## config.mk

```make
export PLATFORM = sky130hd
export DESIGN_NAME = bucketed_priority_queue
export DESIGN_NICKNAME = d
export VERILOG_FILES = /design/src/rtl/core/bpq_pkg.sv /design/src/rtl/core/bpq_cell.sv /design/src/rtl/core/bucketed_priority_queue.sv
export SDC_FILE = /design/constraint.sdc
export NUM_CORES = 2
export LEC_CHECK = 0
export BUFFER_PORTS_ARGS = -buffer_cell sky130_fd_sc_hd__buf_4
export CAP_MARGIN = 15
export CORE_MARGIN = 2
export CORE_UTILIZATION = 50
export CTS_CLUSTER_DIAMETER = 100
export DETAILED_ROUTE_END_ITERATION = 16
export PLACE_DENSITY = 0.68
export SLEW_MARGIN = 0
export SYNTH_ARGS = -nofsm -noshare
export SYNTH_HDL_FRONTEND = slang
export SYNTH_SLANG_ARGS = --single-unit
```

## constraint.sdc

```tcl
create_clock -name clk -period 5.5 [get_ports clk]
set_input_delay 0.825 -clock clk [delete_from_list [all_inputs] [get_ports clk]]
set_output_delay 0.825 -clock clk [all_outputs]
set_load 0.005 [all_outputs]
```

## src/rtl/core/bpq_pkg.sv

```systemverilog
// Shared types and constants for the bucketed priority queue.
// No dependencies; imported by bpq_cell and bucketed_priority_queue.
`timescale 1ns / 1ps
`default_nettype none

package bpq_pkg;

    localparam int NUM_LEVELS_DEF   = 8;
    localparam int LEVEL_DEPTH_DEF  = 16;
    localparam int PAYLOAD_BITS_DEF = 16;

    localparam int OUT_PAYLOAD_W = 16;
    localparam int OUT_LEVEL_W   = 3;
    localparam int OUT_TOTAL_W   = 8;

    typedef enum logic [1:0] {
        OP_PUSH = 2'd0,
        OP_POP  = 2'd1,
        OP_PEEK = 2'd2
    } op_t;

    typedef enum logic [1:0] {
        ST_OK         = 2'd0,
        ST_EMPTY_POP  = 2'd1,
        ST_LEVEL_FULL = 2'd2,
        ST_NULL_PUSH  = 2'd3
    } status_t;

    typedef struct packed {
        logic push;
        logic pop;
    } cell_cmd_t;

    typedef struct packed {
        logic nonempty;
        logic full;
    } cell_stat_t;

endpackage

`default_nettype wire

```

## src/rtl/core/bpq_cell.sv

```systemverilog
// One priority level: FIFO of payload handles plus one stage of the top-item scan chain.
// Depends on bpq_pkg.
`timescale 1ns / 1ps
`default_nettype none

module bpq_cell #(
    parameter int CELL_LEVEL  = 0,
    parameter int NUM_LEVELS  = bpq_pkg::NUM_LEVELS_DEF,
    parameter int LEVEL_DEPTH = bpq_pkg::LEVEL_DEPTH_DEF,
    parameter int STORE_W     = bpq_pkg::PAYLOAD_BITS_DEF,
    parameter int LVL_W       = $clog2(NUM_LEVELS)
) (
    input  wire                         clk,
    input  wire                         rst_n,
    input  wire bpq_pkg::cell_cmd_t     cmd,
    input  wire         [STORE_W-1:0]   wr_data,
    input  wire                         chain_in_found,
    input  wire         [LVL_W-1:0]     chain_in_level,
    input  wire         [STORE_W-1:0]   chain_in_data,
    output logic                        chain_out_found,
    output logic        [LVL_W-1:0]     chain_out_level,
    output logic        [STORE_W-1:0]   chain_out_data,
    output bpq_pkg::cell_stat_t         stat
);
    import bpq_pkg::*;

    localparam int PTR_W  = (LEVEL_DEPTH > 1) ? $clog2(LEVEL_DEPTH) : 1;
    localparam int FILL_W = $clog2(LEVEL_DEPTH + 1);

    logic [STORE_W-1:0] mem [LEVEL_DEPTH];
    logic [STORE_W-1:0] rd_reg;

    logic [PTR_W-1:0]   head_reg, head_next;
    logic [PTR_W-1:0]   tail_reg, tail_next;
    logic [FILL_W-1:0]  fill_reg, fill_next;

    logic               found_reg, found_next;
    logic [LVL_W-1:0]   level_reg, level_next;
    logic [STORE_W-1:0] data_reg,  data_next;

    assign stat = '{nonempty: (fill_reg != '0),
                    full:     (fill_reg == FILL_W'(LEVEL_DEPTH))};

    always_comb
    begin
        head_next = head_reg;
        tail_next = tail_reg;
        fill_next = fill_reg;
        if (cmd.push)
        begin
            tail_next = (tail_reg == PTR_W'(LEVEL_DEPTH - 1)) ? '0 : tail_reg + 1'b1;
            fill_next = fill_reg + 1'b1;
        end
        else if (cmd.pop)
        begin
            head_next = (head_reg == PTR_W'(LEVEL_DEPTH - 1)) ? '0 : head_reg + 1'b1;
            fill_next = fill_reg - 1'b1;
        end
    end

    // scan stage: a nonempty level overrides anything from the levels above it
    always_comb
    begin
        if (stat.nonempty)
        begin
            found_next = 1'b1;
            level_next = LVL_W'(CELL_LEVEL);
            data_next  = rd_reg;
        end
        else
        begin
            found_next = chain_in_found;
            level_next = chain_in_level;
            data_next  = chain_in_data;
        end
    end

    always_ff @(posedge clk)
    begin
        if (cmd.push)
        begin
            mem[tail_reg] <= wr_data;
        end
        rd_reg <= mem[head_reg];
    end

    always_ff @(posedge clk or negedge rst_n)
    begin
        if (!rst_n)
        begin
            head_reg  <= '0;
            tail_reg  <= '0;
            fill_reg  <= '0;
            found_reg <= 1'b0;
            level_reg <= '0;
            data_reg  <= '0;
        end
        else
        begin
            head_reg  <= head_next;
            tail_reg  <= tail_next;
            fill_reg  <= fill_next;
            found_reg <= found_next;
            level_reg <= level_next;
            data_reg  <= data_next;
        end
    end

    assign chain_out_found = found_reg;
    assign chain_out_level = level_reg;
    assign chain_out_data  = data_reg;

endmodule

`default_nettype wire

```

## src/rtl/core/bucketed_priority_queue.sv

```systemverilog
// Bucketed priority queue top level: sequencer, total count and a chain of level cells.
// Depends on bpq_pkg and bpq_cell.
//
// Usage:
//   Slave channel s_axis_*: one word per command (push, pop or peek) with the
//   priority level and payload handle. tuser carries the operation code.
//   Master channel m_axis_*: one word per command with the status in tuser and
//   the current top item, its level, the empty flag and the item count in tdata.
//   Each level cell holds its own FIFO; the top item is found by a registered
//   scan chain running from the highest level down to level 0.
//   Each accepted word passes the execute state, then waits in the settle state
//   for the FIFO head read and the scan chain to settle. s_axis_tready returns
//   in the cycle the result is loaded, so a new word is taken only after the
//   last one's result is loaded; the scan chain length sets the settle wait.
//   The next word is taken and executed while a result still waits in the output
//   register; only the load of its result waits for the receiver.
//   Reset clears all levels and counts; the queue starts empty and ready. A
//   stalled receiver holds m_axis_tdata and m_axis_tuser steady.
`timescale 1ns / 1ps
`default_nettype none

module bucketed_priority_queue #(
    parameter int NUM_LEVELS   = bpq_pkg::NUM_LEVELS_DEF,
    parameter int LEVEL_DEPTH  = bpq_pkg::LEVEL_DEPTH_DEF,
    parameter int PAYLOAD_BITS = bpq_pkg::PAYLOAD_BITS_DEF
) (
    input  wire         clk,
    input  wire         rst_n,
    input  wire         s_axis_tvalid,
    output logic        s_axis_tready,
    input  wire  [23:0] s_axis_tdata,   // [2:0] item_priority, [18:3] item_payload, rest zero
    input  wire  [1:0]  s_axis_tuser,   // [1:0] operation
    output logic        m_axis_tvalid,
    input  wire         m_axis_tready,
    output logic [31:0] m_axis_tdata,   // [15:0] top_payload, [18:16] top_level,
                                        // [19] queue_empty, [27:20] total_entries
    output logic [1:0]  m_axis_tuser    // [1:0] status
);
    import bpq_pkg::*;

    localparam int LVL_W   = $clog2(NUM_LEVELS);
    localparam int STORE_W = (PAYLOAD_BITS < OUT_PAYLOAD_W) ? PAYLOAD_BITS : OUT_PAYLOAD_W;
    localparam int TOT_W   = $clog2(NUM_LEVELS * LEVEL_DEPTH + 1);
    localparam int CNT_W   = $clog2(NUM_LEVELS + 2);

    typedef enum logic [1:0] {
        S_IDLE,
        S_EXEC,
        S_SETTLE
    } state_t;

    state_t             state_reg;
    op_t                op_reg;
    logic [LVL_W-1:0]   lvl_reg;
    logic [STORE_W-1:0] pay_reg;
    logic [CNT_W-1:0]   cnt_reg;
    logic [TOT_W-1:0]   total_reg;
    logic               out_valid_reg;
    status_t            out_status_reg;
    // status of the executing word is kept apart from the word still on the port
    status_t            pend_status_reg;
    status_t            exec_status;
    logic [31:0]        out_data_reg;

    cell_cmd_t          cmd   [NUM_LEVELS];
    cell_stat_t         stat  [NUM_LEVELS];
    logic [NUM_LEVELS-1:0] full_vec;

    logic               chain_found [NUM_LEVELS+1];
    logic [LVL_W-1:0]   chain_level [NUM_LEVELS+1];
    logic [STORE_W-1:0] chain_data  [NUM_LEVELS+1];

    logic [2:0]         in_prio;
    logic [15:0]        in_payload;
    logic [LVL_W-1:0]   in_lvl_sat;

    logic               is_push, is_pop, null_push, lvl_full;
    logic               do_push, do_pop;
    logic               out_free;
    logic               load_now;
    logic [31:0]        result_data;

    assign in_prio    = s_axis_tdata[2:0];
    assign in_payload = s_axis_tdata[18:3];
    assign in_lvl_sat = (int'(in_prio) >= NUM_LEVELS) ? LVL_W'(NUM_LEVELS - 1)
                                                      : LVL_W'(in_prio);

    assign chain_found[NUM_LEVELS] = 1'b0;
    assign chain_level[NUM_LEVELS] = '0;
    assign chain_data[NUM_LEVELS]  = '0;

    genvar gi;
    generate
        for (gi = 0; gi < NUM_LEVELS; gi++)
        begin : g_cell
            assign full_vec[gi] = stat[gi].full;
            assign cmd[gi]      = '{push: do_push && (lvl_reg == LVL_W'(gi)),
                                    pop:  do_pop && (chain_level[0] == LVL_W'(gi))};

            bpq_cell #(
                .CELL_LEVEL  (gi),
                .NUM_LEVELS  (NUM_LEVELS),
                .LEVEL_DEPTH (LEVEL_DEPTH),
                .STORE_W     (STORE_W),
                .LVL_W       (LVL_W)
            ) u_cell (
                .clk             (clk),
                .rst_n           (rst_n),
                .cmd             (cmd[gi]),
                .wr_data         (pay_reg),
                .chain_in_found  (chain_found[gi+1]),
                .chain_in_level  (chain_level[gi+1]),
                .chain_in_data   (chain_data[gi+1]),
                .chain_out_found (chain_found[gi]),
                .chain_out_level (chain_level[gi]),
                .chain_out_data  (chain_data[gi]),
                .stat            (stat[gi])
            );
        end
    endgenerate

    always_comb
    begin
        is_push = 1'b0;
        is_pop  = 1'b0;
        case (op_reg)
            OP_PUSH: is_push = 1'b1;
            OP_POP:  is_pop  = 1'b1;
            default: ;
        endcase
    end

    assign null_push = (pay_reg == '0);
    assign lvl_full  = full_vec[lvl_reg];
    assign do_push   = (state_reg == S_EXEC) && is_push && !null_push && !lvl_full;
    assign do_pop    = (state_reg == S_EXEC) && is_pop && chain_found[0];

    always_comb
    begin
        exec_status = ST_OK;
        if (is_push)
        begin
            if (null_push)
            begin
                exec_status = ST_NULL_PUSH;
            end
            else if (lvl_full)
            begin
                exec_status = ST_LEVEL_FULL;
            end
        end
        else if (is_pop && !chain_found[0])
        begin
            exec_status = ST_EMPTY_POP;
        end
    end

    assign result_data = {4'b0000,
                          OUT_TOTAL_W'(total_reg),
                          !chain_found[0],
                          OUT_LEVEL_W'(chain_level[0]),
                          OUT_PAYLOAD_W'(chain_data[0])};

    assign out_free      = !out_valid_reg || m_axis_tready;
    assign load_now      = (state_reg == S_SETTLE) && (cnt_reg == '0) && out_free;
    assign s_axis_tready = (state_reg == S_IDLE);

    always_ff @(posedge clk or negedge rst_n)
    begin
        if (!rst_n)
        begin
            state_reg       <= S_IDLE;
            op_reg          <= OP_PEEK;
            lvl_reg         <= '0;
            pay_reg         <= '0;
            cnt_reg         <= '0;
            total_reg       <= '0;
            out_valid_reg   <= 1'b0;
            out_status_reg  <= ST_OK;
            pend_status_reg <= ST_OK;
            out_data_reg    <= '0;
        end
        else
        begin
            if (load_now)
            begin
                out_valid_reg <= 1'b1;
            end
            else if (m_axis_tready)
            begin
                out_valid_reg <= 1'b0;
            end
            case (state_reg)
                S_IDLE:
                begin
                    if (s_axis_tvalid)
                    begin
                        op_reg    <= op_t'(s_axis_tuser);
                        lvl_reg   <= in_lvl_sat;
                        pay_reg   <= STORE_W'(in_payload);
                        state_reg <= S_EXEC;
                    end
                end
                S_EXEC:
                begin
                    pend_status_reg <= exec_status;
                    if (do_push)
                    begin
                        total_reg <= total_reg + 1'b1;
                    end
                    else if (do_pop)
                    begin
                        total_reg <= total_reg - 1'b1;
                    end
                    cnt_reg   <= CNT_W'(NUM_LEVELS + 1);
                    state_reg <= S_SETTLE;
                end
                S_SETTLE:
                begin
                    if (cnt_reg != '0)
                    begin
                        cnt_reg <= cnt_reg - 1'b1;
                    end
                    else if (out_free)
                    begin
                        out_data_reg   <= result_data;
                        out_status_reg <= pend_status_reg;
                        state_reg      <= S_IDLE;
                    end
                end
                default:
                begin
                    state_reg <= S_IDLE;
                end
            endcase
        end
    end

    assign m_axis_tvalid = out_valid_reg;
    assign m_axis_tdata  = out_data_reg;
    assign m_axis_tuser  = out_status_reg;

endmodule

`default_nettype wire
```

[Word-level counts from Yosys, hierarchy flattened]
Memories as Yosys holds them, arrays and structs flattened. A register that Yosys moved wholly into a read port is not among the register bits.
Cells that the tools add are included.
W data, S select, Z words.
Operators by class
  magnitude comparators: 1
  muxes and demuxes: 90
  div/mod/pow operators: 0
  bitwise operators: 9
  eq/ne operators: 45
  multiply operators: 0
  reductions and logical operators: 68
  $add $sub $neg: 35
  shifts and indexed selects: 0
Operators with widths (count)
  $mux W16: 8
  $mux W5: 16
  $mux W4: 17
  $add A4 B1 Y4 const B: 16
  $eq A4 B4 Y1 const B: 16
  $add A5 B1 Y5 const B: 8
  $eq A5 B5 Y1 const B: 8
  $reduce_bool A5 Y1: 8
  $sub A5 B1 Y5 const B: 8
  $mux W1: 30
  $eq A3 B3 Y1 const B: 8
  $logic_and A1 B1 Y1: 24
  $mux W3: 8
  $reduce_and A2 Y1: 11
  $reduce_bool A2 Y1: 11
  $logic_not A16 Y1: 1
  $mux W8: 2
  $eq A3 B2 Y1 const B: 4
  $mux W2: 6
  $not A1 Y1: 9
  $add A8 B1 Y8 const B: 1
  $pmux W4 S2: 1
  $sub A8 B1 Y8 const B: 1
  $eq A3 B1 Y1 const B: 2
  other kinds (15): 24
Word-level totals
  memory bits (read-only): 0
  logic and storage cells: 314
  register bits: 332
  memories: 8
  bits of input ports: 30
  output and inout port bits: 36
  RAM bits: 2048
  latch bits: 0
Memory list
  g_cell[0].u_cell.mem: words 16, bits a word 16, rd ports 1, clocked after memory_dff 1, write ports 1, line bpq_cell.sv:30  | logic [STORE_W-1:0] mem [LEVEL_DEPTH];
  g_cell[1].u_cell.mem: words 16, bits a word 16, rd ports 1, clocked after memory_dff 1, write ports 1, line bpq_cell.sv:30
  g_cell[2].u_cell.mem: words 16, bits a word 16, rd ports 1, clocked after memory_dff 1, write ports 1, line bpq_cell.sv:30
  g_cell[3].u_cell.mem: words 16, bits a word 16, rd ports 1, clocked after memory_dff 1, write ports 1, line bpq_cell.sv:30
  g_cell[4].u_cell.mem: words 16, bits a word 16, rd ports 1, clocked after memory_dff 1, write ports 1, line bpq_cell.sv:30
  g_cell[5].u_cell.mem: words 16, bits a word 16, rd ports 1, clocked after memory_dff 1, write ports 1, line bpq_cell.sv:30
  +2 memories

[Logic depth before layout (Yosys ltp)]
  depth after elaboration: 8
  gate-level depth with buffers: 13
  gate-level depth less buffers: 12

[By module]
Synthesis repeated with hierarchy kept, for this count alone.
Unflattened totals
  cells, all modules: 4922
  area total of the unflattened synthesis: 96831.6 sq um
By module, submodules not included
  bpq_cell at g_cell[5].u_cell ...: sequential area each 8833.5 sq um, times used 3, area an instance 11711.2 sq um, cells each 584
  bpq_cell at g_cell[2].u_cell ...: sequential area each 8833.5 sq um, times used 2, area an instance 11707.5 sq um, cells each 586
  bpq_cell at g_cell[3].u_cell: sequential area each 8833.5 sq um, times used 1, area an instance 11717.5 sq um, cells each 586
  bpq_cell at g_cell[0].u_cell: sequential area each 8833.5 sq um, times used 1, area an instance 11688.7 sq um, cells each 579
  bpq_cell at g_cell[1].u_cell: sequential area each 8833.5 sq um, times used 1, area an instance 11648.7 sq um, cells each 579
  bucketed_priority_queue: sequential area each 1702.9 sq um, times used 1, area an instance 3228.1 sq um, cells each 254

[Worst setup path after synthesis]
Ideal clock, no wire load.
  path kind: reg-to-reg
  start: register pay_reg[1]
  end: memory g_cell[6].u_cell.mem[3][0] (netlist bit), enable pin
  stages on the path, launching flop included: 8
  arrival time: 4.118 ns
  path slack: 0.973 ns
  cells stage by stage: dfrtp_1 nor4_1 nand4_1 nand3_1 or2_1 inv_2 nand2_1 nor3_1
RTL lines
  start: declaration: line bucketed_priority_queue.sv:55  | logic [STORE_W-1:0] pay_reg;
  start signal: assignment: line bucketed_priority_queue.sv:200  | pay_reg <= STORE_W'(in_payload);
  end: declaration: line bpq_cell.sv:30

[Worst setup path after layout]
  start: register pay_reg[0]
  end: register total_reg[7]
On the way
  longest elaborated chain between the ends: 6
Ends and longest elaborated chain
  $logic_not A16 Y1 *: line bucketed_priority_queue.sv:133  | assign null_push = (pay_reg == '0);
  $logic_not A1 Y1 *: line bucketed_priority_queue.sv:135  | assign do_push = (state_reg == S_EXEC) && is_push && !null_push && !lvl_full;
  $logic_and A1 B1 Y1 * (2 in a row): line bucketed_priority_queue.sv:135
  $reduce_bool A2 Y1 (no line)
  $reduce_and A2 Y1 (no line)
  end signal: assignment: line bucketed_priority_queue.sv:209  | total_reg <= total_reg + 1'b1;
  end signal: assignment: line bucketed_priority_queue.sv:213  | total_reg <= total_reg - 1'b1;
  end: declaration: line bucketed_priority_queue.sv:57  | logic [TOT_W-1:0] total_reg;
Mark *: on every way between the ends. The rest lies on a longest branch, timed or not.
A chain may end at the register's enable or synchronous reset.

==> metrics.md <==
| Metric | Value |
|---|---|
| Run status | finished clean |
| Worst Tran Pin Value | 1.14 ns |
| Clk_skew | 0.0744 ns |
| Share of the synthesized area in the top cell type | 64.5% |
| Largest net degree at the start of global routing | 93 |
| Final core utilization | 56.7% |
| Syn Inst Count | 4,742 |
| Yosys Warn Count | 0 |
| Post-DRT Antenna Nets | 0 |
| Core Footprint | 190,000 sq um |
| WL/cell | 26.8 um |
| Fillers | 13,774 |
| CTS root buf | clkbuf_16 |
| Post-synthesis register bit count | 2,501 |
| Register area share after synthesis | 75.7% |
| Worst endpoint required time | 6.26 ns |
| TritonCTS Buffers | 239 |
| Worst Setup End Kind | flop |
| Hold Path Class | in2reg |
| Pre-Repair DR Iteration Count | 5 |
| Tot Pwr | 50.3 mW |
| Max reg flops | 2,048 |
| Setup bufs post-CTS | 0 |
| Vias in the first global route | 45,104 |
| Pwr/cell area | 467 nW/um^2 |
| I/O Buffers | 56 |
| RSZ-0062 raised after global routing | no |
| # H-tree levels | 4 |
| Post-Syn Area | 95,300 sq um |
| Clock transition at path regs | 0.06 ns |
| Clock Tree Buf Depth | 3 |
| Share of layout cells above drive strength 1 | 27.0% |
| Full die area | 194,000 sq um |
| Final min period | 4.13 ns |
| Post-synth EDFFs | 2,048 |
| Worst-path maximum fanout | 69 |
| CTS tree | yes |
| Top FF cell, synth | edfxtp_1 |
| Final Cycle Share | 75.1% |
| Leakage power | 35.5 nW |
| # resized after CTS | 0 |
| Final Max Tran Viols | 0 |
| FFs w/ async S/R, synth | 13.0% |
| Setup ws final | 1.37 ns |
| # IOs | 66 |
| Critical R2R Launch | pay_reg[0] |
| Drt drc | 0 |
| Peak Freq | 242 MHz |
| # setup viols final | 0 |
| Routed vias | 45,134 |
| Placed cell count | 7,244 |
| Die span in y | 441 um |
| Worst setup path start | pay_reg[0] |
| Placer Congestion | 0.839 |
| Drt initial violations | 4,540 |
| Clk sinks | 2,501 |
| VDD IR max | 330 uV |
| Hold Startpoint | s_axis_tdata[6] |
| Initial Util | 50.2% |
| Setup slack at placement | 1.28 ns |
| Worst setup path class | reg2reg |
| Distinct cells, synth | 72 |
| DIE WIDTH | 441 um |
| Total GRT Usage | 21.4% |
| Total negative slack | 0 ns |
| Synth top area cells | edfxtp_1, mux4_2, dfrtp_1 |
| Vias per cell | 5.86 |
| Post-Layout Cell Count | 7,705 |
| Final hold vios | 0 |
| Initial antenna violation count | 4 |
| Worst-Skew Late Latency | 0.92 ns |
| Global-route wire length before repair | 304,000 um |
| Slew HR | 24.0% |
| Max Cap Viol | 0 |
| Final wirelength | 207,000 um |
| Row count | 160 |
| Layout area overhead | 12.9% |
| Yosys top cell by area | edfxtp_1 |
| Syn_area_per_cell | 20.1 sq um |
| Worst setup SP type | flop |
| Gr ovfl total | 0 |
| Arr. time, crit path | 4.90 ns |
| NumNets Final | 5,087 |
| Final HPWL DP | 121,000 um |
area by class of cell:
type | instances | area (sq um) | area share, %
inverter | 40 | 150 | 0.140
tap | 2511 | 3140 | 2.92
antenna | 4 | 10.0 | 0.00930
clock buffer | 346 | 6810 | 6.33
clock inverter | 110 | 1310 | 1.22
sequential | 2501 | 72300 | 67.2
multi-input combinational | 1977 | 22200 | 20.7
timing repair buffer | 216 | 1670 | 1.55
final timing paths:
path	endpoint	slack [ns]	depth (start not counted)
min in group asynchronous	g_cell[7].u_cell.chain_out_data[2]	0.45	2
worst max register to register	total_reg[7]	1.37	12
worst min register to register	g_cell[5].u_cell.chain_out_level[0]	0.43	1
worst min-delay path	pay_reg[3]	0.18	2
worst max-delay path	total_reg[7]	1.37	12
max in group asynchronous	g_cell[5].u_cell.head_reg[0]	3.85	3
worst max-delay path, stage by stage, from the launching register on:
cell and delay (ns):
dfrtp_4 0.96, nor4_1 0.17, nand4_1 0.35, nand2_1 0.29
a41oi_4 0.51, inv_1 0.26, ha_1 0.39, a21oi_1 0.15
nor2_1 0.05, a311oi_1 0.41, a21oi_1 0.15, mux2i_1 0.16
xnor2_1 0.15
cell usage after synthesis, types with 18 or more instances:
library cell,n
nor2_1,81
mux2_2,248
nor3_1,27
buf_2,61
buf_1,37
mux2i_1,202
a21oi_1,103
a221oi_1,64
xor2_1,18
inv_1,36
clkbuf_1,121
ha_1,73
dfxtp_1,128
and2_1,37
edfxtp_1,2048
nand2_1,153
a22oi_1,66
mux4_2,448
and3_1,21
a21o_1,22
xnor2_1,37
nand3_1,23
o21ai_0,176
nor2b_1,23
dfrtp_1,324
metrics by stage:
stage	hold slack, ns	instance area, sq um
4_1_cts	0.104	108000
6_report	0.177	108000
3_3_place_gp	0.420	99500
5_1_grt	0.133	108000
3_5_place_dp	0.426	99500
2_1_floorplan	0.412	95300
power breakdown:
group	total, mW	leakage [nW]	internal (mW)	switching (mW)
Clock	16.5	3.96	9.42	7.09
Combinational	7.62	7.99	3.07	4.55
Sequential	26.1	23.6	24.1	2.07
Total	50.3	35.5	36.6	13.7
kinds of logic (layout without fill, tap and decap cells):
logic type / count (synthesis) / count (layout) / synth area share [%]
other: 1 / 8 / 0.00393
AND/OR/NAND/NOR: 461 / 461 / 2.57
AO/OA/AOI/OAI: 466 / 466 / 3.07
multiplexers: 909 / 909 / 15.8
flip-flops: 2501 / 2501 / 75.7
buffers and inverters: 267 / 712 / 1.17
XOR/XNOR: 55 / 55 / 0.505
adder cells (fa/ha/maj): 82 / 82 / 1.15
routing by layer:
layer  vias up  GRT usage (%)  part of all wire [%]
met2      1407           34.5                    49
met4         0           7.26                   3.2
met1     23863           30.3                    42
li1      19582              -                     -
met5         -              0                     0
met3       282           3.01                   5.7
cells in the final DEF (no fill, tap or decap), types with 128 or more instances in the layout:
cell type	synthesis	layout
mux4_2	448	448
clkbuf_16	0	239
buf_4	7	211
mux2i_1	202	202
dfrtp_1	324	296
edfxtp_1	2048	2048
o21ai_0	176	176
mux2_2	248	248
nand2_1	153	152
dfxtp_1	128	128
repair_timing:
item | in CTS | in global routing
hold buffers | 1 | 0
endpoints found under the setup margin | 0 | 0
endpoints found under the hold margin | 63 | 0
Power figures use the tool's default switching activity.
